## src/hw/rtl/hpac_pkg.sv

```systemverilog
// Package for the hash pre-aggregation cache: state encoding, controller
// command and status structs, register indexes, table size and field widths.
// No dependencies.
`default_nettype none
package hpac_pkg;

    // Slot count; a power of two so the home slot is the low hash bits.
    localparam int TABLE_SIZE = 32;

    localparam int KEY_W  = 32;
    localparam int SUM_W  = 32;
    localparam int HITS_W = 16;
    localparam int PART_W = 6;
    localparam int PC_W   = 7;
    localparam int THR_W  = 16;
    localparam int CFG_W  = 32;
    localparam int CIDX_W = 2;

    localparam logic [CIDX_W-1:0] CFG_HASH_FACTOR     = 2'd0;
    localparam logic [CIDX_W-1:0] CFG_PARTITION_COUNT = 2'd1;
    localparam logic [CIDX_W-1:0] CFG_HIT_THRESHOLD   = 2'd2;

    localparam logic CMD_AGGREGATE = 1'b0;
    localparam logic CMD_FLUSH     = 1'b1;

    localparam logic [KEY_W-1:0]  RST_HASH_FACTOR = 32'd1;
    localparam logic [PC_W-1:0]   RST_PART_COUNT  = 7'd1;
    localparam logic [THR_W-1:0]  RST_HIT_THR     = 16'd10;
    localparam logic [PC_W-1:0]   MAX_PART_COUNT  = 7'd64;
    localparam logic [HITS_W-1:0] HITS_MAX        = 16'hFFFF;
    localparam logic [4:0]        DIV_LAST_STEP   = 5'd31;

    typedef enum logic [2:0] {
        ST_IDLE,
        ST_MUL,
        ST_DIV,
        ST_DECIDE,
        ST_SCAN,
        ST_PROBE,
        ST_BYPASS
    } t_state;

    typedef struct packed {
        logic load;
        logic mul;
        logic div_step;
        logic set_bypass;
        logic probe_init;
        logic scan_step;
        logic probe_step;
        logic emit_byp;
    } t_dp_cmd;

    typedef struct packed {
        logic is_flush;
        logic div_done;
        logic table_full;
        logic any_evict;
        logic bypass;
        logic scan_adv;
        logic scan_at_end;
        logic probe_done;
        logic out_free;
    } t_dp_sts;

endpackage
`default_nettype wire

```

## src/hw/rtl/hpac_ctrl.sv

```systemverilog
// Controller state machine: sequences hash, remainder, eviction or flush
// scan, probe and bypass emission. Uses hpac_pkg command/status structs.
`default_nettype none
module hpac_ctrl (
    input  wire logic             i_clk,
    input  wire logic             i_rst_n,
    input  wire logic             i_in_valid,
    output logic                  o_in_ready,
    input  wire hpac_pkg::t_dp_sts i_sts,
    output hpac_pkg::t_dp_cmd     o_cmd
);
    import hpac_pkg::*;

    t_state r_state;
    t_state n_state;

    always_ff @(posedge i_clk) begin
        if (!i_rst_n) begin
            r_state <= ST_IDLE;
        end else begin
            r_state <= n_state;
        end
    end

    always_comb begin
        n_state    = r_state;
        o_cmd      = '0;
        o_in_ready = 1'b0;
        case (r_state)
            ST_IDLE: begin
                o_in_ready = 1'b1;
                if (i_in_valid) begin
                    o_cmd.load = 1'b1;
                    n_state    = ST_MUL;
                end
            end
            ST_MUL: begin
                if (i_sts.is_flush) begin
                    n_state = ST_SCAN;
                end else begin
                    o_cmd.mul = 1'b1;
                    n_state   = ST_DIV;
                end
            end
            ST_DIV: begin
                o_cmd.div_step = 1'b1;
                if (i_sts.div_done) begin
                    n_state = ST_DECIDE;
                end
            end
            ST_DECIDE: begin
                o_cmd.probe_init = 1'b1;
                if (!i_sts.bypass && i_sts.table_full) begin
                    if (i_sts.any_evict) begin
                        n_state = ST_SCAN;
                    end else begin
                        o_cmd.set_bypass = 1'b1;
                        n_state          = ST_BYPASS;
                    end
                end else if (i_sts.bypass) begin
                    n_state = ST_BYPASS;
                end else begin
                    n_state = ST_PROBE;
                end
            end
            ST_SCAN: begin
                o_cmd.scan_step = 1'b1;
                if (i_sts.scan_adv && i_sts.scan_at_end) begin
                    n_state = i_sts.is_flush ? ST_IDLE : ST_PROBE;
                end
            end
            ST_PROBE: begin
                o_cmd.probe_step = 1'b1;
                if (i_sts.probe_done) begin
                    n_state = ST_IDLE;
                end
            end
            ST_BYPASS: begin
                o_cmd.emit_byp = 1'b1;
                if (i_sts.out_free) begin
                    n_state = ST_IDLE;
                end
            end
            default: begin
                n_state = ST_IDLE;
            end
        endcase
    end
endmodule
`default_nettype wire

```

## config.mk

```make
export PLATFORM = sky130hd
export DESIGN_NAME = hpac_ctrl
export DESIGN_NICKNAME = d
export VERILOG_FILES = /design/src/hw/rtl/hpac_pkg.sv /design/src/hw/rtl/hpac_ctrl.sv
export SDC_FILE = /design/constraint.sdc
export NUM_CORES = 1
export LEC_CHECK = 0
export ABC_AREA = 1
export BUFFER_PORTS_ARGS = -buffer_cell sky130_fd_sc_hd__buf_2
export CORE_AREA = 2 2 39 41
export CTS_CLUSTER_SIZE = 20
export DETAILED_ROUTE_END_ITERATION = 8
export DIE_AREA = 0 0 41 43
export PLACE_DENSITY = 0.55
export SETUP_SLACK_MARGIN = 0.5
export SYNTH_ARGS = -nofsm -noshare
export SYNTH_HDL_FRONTEND = slang
export SYNTH_SLANG_ARGS = --single-unit
```

## constraint.sdc

```tcl
create_clock -name i_clk -period 1 [get_ports i_clk]
set_input_delay 0.15 -clock i_clk [delete_from_list [all_inputs] [get_ports i_clk]]
set_output_delay 0.15 -clock i_clk [all_outputs]
set_load 0.1 [all_outputs]
```

==> out/qor.csv, run 1 <==
stage,metric,value,unit
cells_and_area,Fill cells,131,
clocking,Root Buffer Master,clkbuf_4,
timing,Slew headroom,81.6,%
cells_and_area,Top reg by flops,r_state,
clocking,total CTS buffers,3,
setup_path,RR Endpoint,r_state[1],
placed_design,pre-CTS WS,-202,ps
timing,hold_ws,135,ps
logic_synthesis,"Seq/Total Area, Yosys",17.3,%
placed_design,final HPWL from detailed placement,884,um
floorplanning,die width,41,um
timing,final hold viol count,0,
floorplanning,Starting Density,25.1,%
clocking,clock-pin slew on the worst setup and hold paths,40,ps
timing,Setup Viol. Count Final,12,
logic_synthesis,mapped cell area,348,um^2
route,ANT nets after route,0,
timing,worst slew pin tran,274,ps
route,Vias,527,
hold_path,hold depth,3,
route,final wirelength,1.17,mm
timing,maximum clock rate,0.731,GHz
clocking,CTS sink count,3,
setup_path,Worst Path Arrival,1220,ps
cells_and_area,Top Registers,r_state (3),
setup_path,worst reg2reg setup slack,-290,ps
logic_synthesis,synthesized net count,79,
grt,number of global-route vias before repair,536,
setup_path,CP Data Required Time,850,ps
placed_design,RD Place Congestion,0.724,
logic_synthesis,Post-Syn Instances,67,
logic_synthesis,Netlist cell types,15,
grt,initial antenna violation count,0,
clocking,H-tree Lvls,1,
floorplanning,core area,0.00138,mm^2
timing,post-route minimum period,1370,ps
grt,Total GRT Usage,16.9,%
floorplanning,FP Rows,14,
placed_design,number of port buffers,20,
floorplanning,full die area,0.00176,mm^2
route,DRC errors left,0,
route,1st-iter DRT viols,4,
clocking,Skew-Pair Late Insertion Delay,240,ps
timing,Final Max Slew Viols,0,
flow_run,reported max-cap violation count,0,
clocking,CTS tree,done,
run_status,failing checks,negative setup slack,
cells_and_area,register area,71.3,um^2
grt,pin count of the biggest net entering global routing,7,
timing,period utilisation layout,137,%
floorplanning,IO Pins,21,
route,Initial DRT Pass Iterations,4,
run_status,status,finished with violations,
cells_and_area,max reg flops,3,
timing,"Worst Setup Slack, final",-369,ps
cells_and_area,ratio of cells with drive above 1 in the final layout,60.4,%
grt,global route overflow,0,
hold_path,hold endpoint,r_state[1],
route,routed length per instance,9.55,um
grt,first-pass GRT wire length,2.03,mm
route,Via density,4.32,
floorplanning,die height,43,um
hold_path,min-delay worst type,in2reg,
timing,clock skew,3.73,ps
setup_path,Worst Setup End Kind,output pin,
cells_and_area,area delta synth->final,146,%
clocking,clock tree buffer depth,2,
setup_path,Setup Crit Path Kind,reg2out,
logic_synthesis,Syn. warnings,0,
hold_path,hold_sp,i_rst_n,
logic_synthesis,Yosys reg bits,3,
setup_path,CP Launch Type,register,
cells_and_area,fin util,61.8,%
clocking,Post-CTS Hold Fix Bufs,0,
cells_and_area,antenna diode count,0,
setup_path,reg2reg start,r_state[0],
setup_path,CP max FO,6,
setup_path,reg2reg path depth,10,
timing,RSZ-0062 raised after global routing,true,
logic_synthesis,syn avg cell area,5.19,um^2
cells_and_area,multi-input logic area,293,um^2
cells_and_area,Nets,119,
cells in the mapped netlist:
library cell	number	area (um^2)
a21oi_1	1	5.00
buf_6	1	11.3
dfxtp_1	3	60.1
inv_1	16	60.1
inv_2	2	7.51
nand2_1	15	56.3
nand2_2	2	12.5
nand3_1	6	30.0
nand4_1	2	12.5
nor2_1	11	41.3
nor2_2	3	18.8
nor2_4	1	11.3
nor3_1	1	5.00
nor4_1	1	6.26
o21ai_1	2	10.0
metal layers:
layer	track usage, %	up-vias	wire length (um)
met5	0	-	0
met4	8.00	0	16
met3	3.14	2	61
met2	29.4	20	634
met1	18.2	224	453
li1	-	281	-
layout make-up:
type	instances	share of cell area (%)
repair buffers	36	42.5
inverters	18	9.52
multi-input cells	45	34.3
flip-flops and latches	3	8.35
well taps	16	2.34
clock buffers	4	3.07
cell usage in the layout (no fill, tap or decap), types with 4 or more instances in the layout:
| cell type | n |
|---|---|
| buf_4 | 14 |
| nand2_1 | 13 |
| inv_1 | 11 |
| buf_2 | 11 |
| buf_12 | 9 |
| nor2_1 | 7 |
| nor2_4 | 6 |
| nand3_1 | 5 |
| inv_2 | 4 |
worst max-delay path, cell delays in order, from the launching register on:
cell	delay, ps
dfxtp_4	370
nor2_4	140
inv_4	60
nor3_4	200
buf_12	200
worst max path at each step:
| stage | start | end | slack, ps | depth (start not counted) |
|---|---|---|---|---|
| after floorplan | r_state[2] | o_cmd[4] | -770 | 4 |
| after global placement | r_state[1] | r_state[1] | -190 | 9 |
| after detailed placement | r_state[2] | r_state[2] | -200 | 7 |
| after CTS | r_state[1] | o_cmd[6] | -370 | 6 |
| after global routing | r_state[1] | o_cmd[7] | -420 | 4 |
| final | r_state[1] | o_cmd[7] | -370 | 4 |
cell families (layout without fill, tap and decap cells):
logic type	Yosys count	count (layout)	synth area share, %
compound gates	3	3	4.32
simple gates	42	42	55.8
flops	3	3	17.3
buf+inv	19	58	22.7
through the flow:
step,TNS (ps),instances,cell area (um^2)
final,-3450,122,855
after global routing,-4110,122,855
after CTS,-3500,122,846
after detailed placement,-1650,111,737
after global placement,-1530,111,737
after floorplan,-5290,67,425
repair_timing:
item | 4_1_cts | 5_1_grt
resized for setup | 10 | 3
setup endpoints to repair | 12 | 12
hold endpoints to repair | 0 | 0
setup buffers | 7 | 0
pin swaps | 7 | 2
cloned | 0 | 0
Power of run 1 is left out: the tool's default activity adds up to more than one toggle a clock period on the data nets, which glitch-free logic cannot reach.
==> inputs of run 2 (changes only) <==
Settings changed: PLACE_DENSITY 0.55 to not set, PLACE_DENSITY_LB_ADDON set to 0.15, SETUP_SLACK_MARGIN 0.5 to 0.2.
==> out/qor.csv, run 2 (same netlist as run 1, synthesis figures left out) <==
stage,metric,value,unit,change
cells_and_area,most frequent cells in the layout,"13 x nand2_1, 13 x buf_4, 11 x inv_1, 11 x buf_2, 9 x buf_12",,
clocking,CTS tree,done,,
route,routed length per instance,8.92,um,-6.6%
placed_design,Post-DP Area,737,um^2,unchanged
timing,maximum clock rate,0.748,GHz,+2.4%
cells_and_area,register area,71.3,um^2,unchanged
route,DRC errors left,0,,unchanged
setup_path,Worst Path Arrival,1190,ps,-30 ps
cells_and_area,Nets,120,,+0.84%
setup_path,CP peak stage delay,370,ps,about the same
setup_path,worst reg2reg setup slack,-240,ps,+50 ps
setup_path,CP max FO,6,,unchanged
cells_and_area,Final Instance Area,868,um^2,+1.6%
clocking,clock tree buffer depth,2,,unchanged
setup_path,RR Endpoint,r_state[2],,
cells_and_area,Top reg by flops,r_state,,
grt,first-pass GRT wire length,2.08,mm,+2.4%
cells_and_area,Fill cells,133,,+1.5%
floorplanning,full die area,0.00176,mm^2,unchanged
floorplanning,IO Pins,21,,unchanged
floorplanning,die height,43,um,unchanged
timing,Setup Viol. Count Final,12,,unchanged
clocking,clock-pin slew on the worst setup and hold paths,40,ps,about the same
run_status,status,finished with violations,,
route,1st-iter DRT viols,5,,+1
timing,RSZ-0062 raised after global routing,true,,
cells_and_area,multi-input logic area,292,um^2,-0.43%
setup_path,crit-path cells,nor2_4 > inv_4 > nor3_4 > buf_12,,
setup_path,reg2reg path depth,10,,unchanged
cells_and_area,area delta synth->final,150,%,
route,ANT nets after route,0,,unchanged
hold_path,min-delay worst type,in2reg,,
setup_path,Worst Setup End Kind,output pin,,
setup_path,reg2reg start,r_state[0],,
timing,post-route minimum period,1340,ps,-31.5 ps
clocking,H-tree Lvls,1,,unchanged
hold_path,hold_sp,i_rst_n,,
route,Vias,515,,-2.3%
setup_path,CP Launch Type,register,,
grt,initial antenna violation count,0,,unchanged
clocking,Root Buffer Master,clkbuf_4,,
route,final wirelength,1.10,mm,-5.8%
cells_and_area,Top Registers,r_state (3),,
grt,global route overflow,0,,unchanged
timing,Final Max Slew Viols,0,,unchanged
floorplanning,FP Rows,14,,unchanged
clocking,CTS sink count,3,,unchanged
timing,"Worst Setup Slack, final",-337,ps,+31.5 ps
flow_run,reported max-cap violation count,0,,unchanged
setup_path,Setup Crit Path Kind,reg2out,,
setup_path,CP Data Required Time,850,ps,about the same
cells_and_area,antenna diode count,0,,unchanged
grt,pin count of the biggest net entering global routing,7,,unchanged
floorplanning,Starting Density,25.1,%,unchanged
clocking,Skew-Pair Late Insertion Delay,230,ps,about the same
floorplanning,die width,41,um,unchanged
grt,number of global-route vias before repair,511,,-4.7%
placed_design,number of port buffers,20,,unchanged
cells_and_area,ratio of cells with drive above 1 in the final layout,61.7,%,+1.3 points
cells_and_area,max reg flops,3,,unchanged
floorplanning,core area,0.00138,mm^2,unchanged
placed_design,final HPWL from detailed placement,884,um,about the same
clocking,total CTS buffers,3,,unchanged
grt,Total GRT Usage,17.0,%,+0.017 points
hold_path,hold endpoint,r_state[1],,
hold_path,hold depth,3,,unchanged
run_status,failing checks,negative setup slack,,
route,Initial DRT Pass Iterations,4,,unchanged
setup_path,slowest CP cell,dfxtp_4,,
timing,final hold viol count,0,,unchanged
timing,period utilisation layout,134,%,-3.1 points
timing,Slew headroom,82.4,%,+0.73 points
timing,worst slew pin tran,263,ps,-10.9 ps
route,Via density,4.19,,-3.1%
placed_design,RD Place Congestion,0.752,,+3.8%
timing,clock skew,3.82,ps,+0.0938 ps
-- run 2: worst max-delay path, delay by kind of cell (launching register included) --
family                 cells  cell delay (ps)
DFF                        1              370
and+or+nand+nor            2              330
buffers and inverters      2              260
-- run 2: how the worst max path moves through the flow --
| stage | startpoint | end | slack, ps |
|---|---|---|---|
| finish | r_state[0] | o_cmd[7] | -340 |
| global route | r_state[2] | o_cmd[4] | -390 |
| CTS | r_state[0] | o_cmd[7] | -360 |
| detailed placement | r_state[2] | r_state[2] | -240 |
| global placement | r_state[2] | r_state[1] | -210 |
| floorplan | r_state[2] | o_cmd[4] | -770 |
-- run 2: per-layer routing --
layer | global-route usage (%) | share of wire [%] | vias to the layer above
met5 | 0 | 0 | -
met4 | 8.00 | 0 | 0
met3 | 1.57 | 3.6 | 0
met2 | 26.3 | 55 | 10
met1 | 22.4 | 41 | 222
li1 | - | - | 283
-- run 2: area by class of cell --
type,count,area share [%]
timing repair buffer,37,43.5
multi-input combinational,45,33.6
inverter,18,9.37
sequential,3,8.21
clock buffer,4,3.03
tap,16,2.31
-- run 2: stage by stage --
stage / std cells / setup TNS [ps] / setup slack [ps] / hold WS (ps) / util (%)
global placement: 111 / -1690 / -211 / 378 / 53.3
finish: 123 / -3220 / -337 / 142 / 62.7
floorplan: 67 / -5290 / -774 / 261 / -
CTS: 123 / -3340 / -359 / 134 / 62.5
global route: 123 / -4030 / -395 / 163 / 62.7
detailed placement: 111 / -1920 / -242 / 385 / 53.3
-- run 2: what timing repair did --
item,4_1_cts,5_1_grt
buffers inserted,8,0
setup endpoints to repair,12,12
pin swaps,6,1
resized for setup,14,1
gates cloned,0,0
hold buffers,0,0
hold endpoints to repair,0,0
Power of run 2 is left out for the same reason.
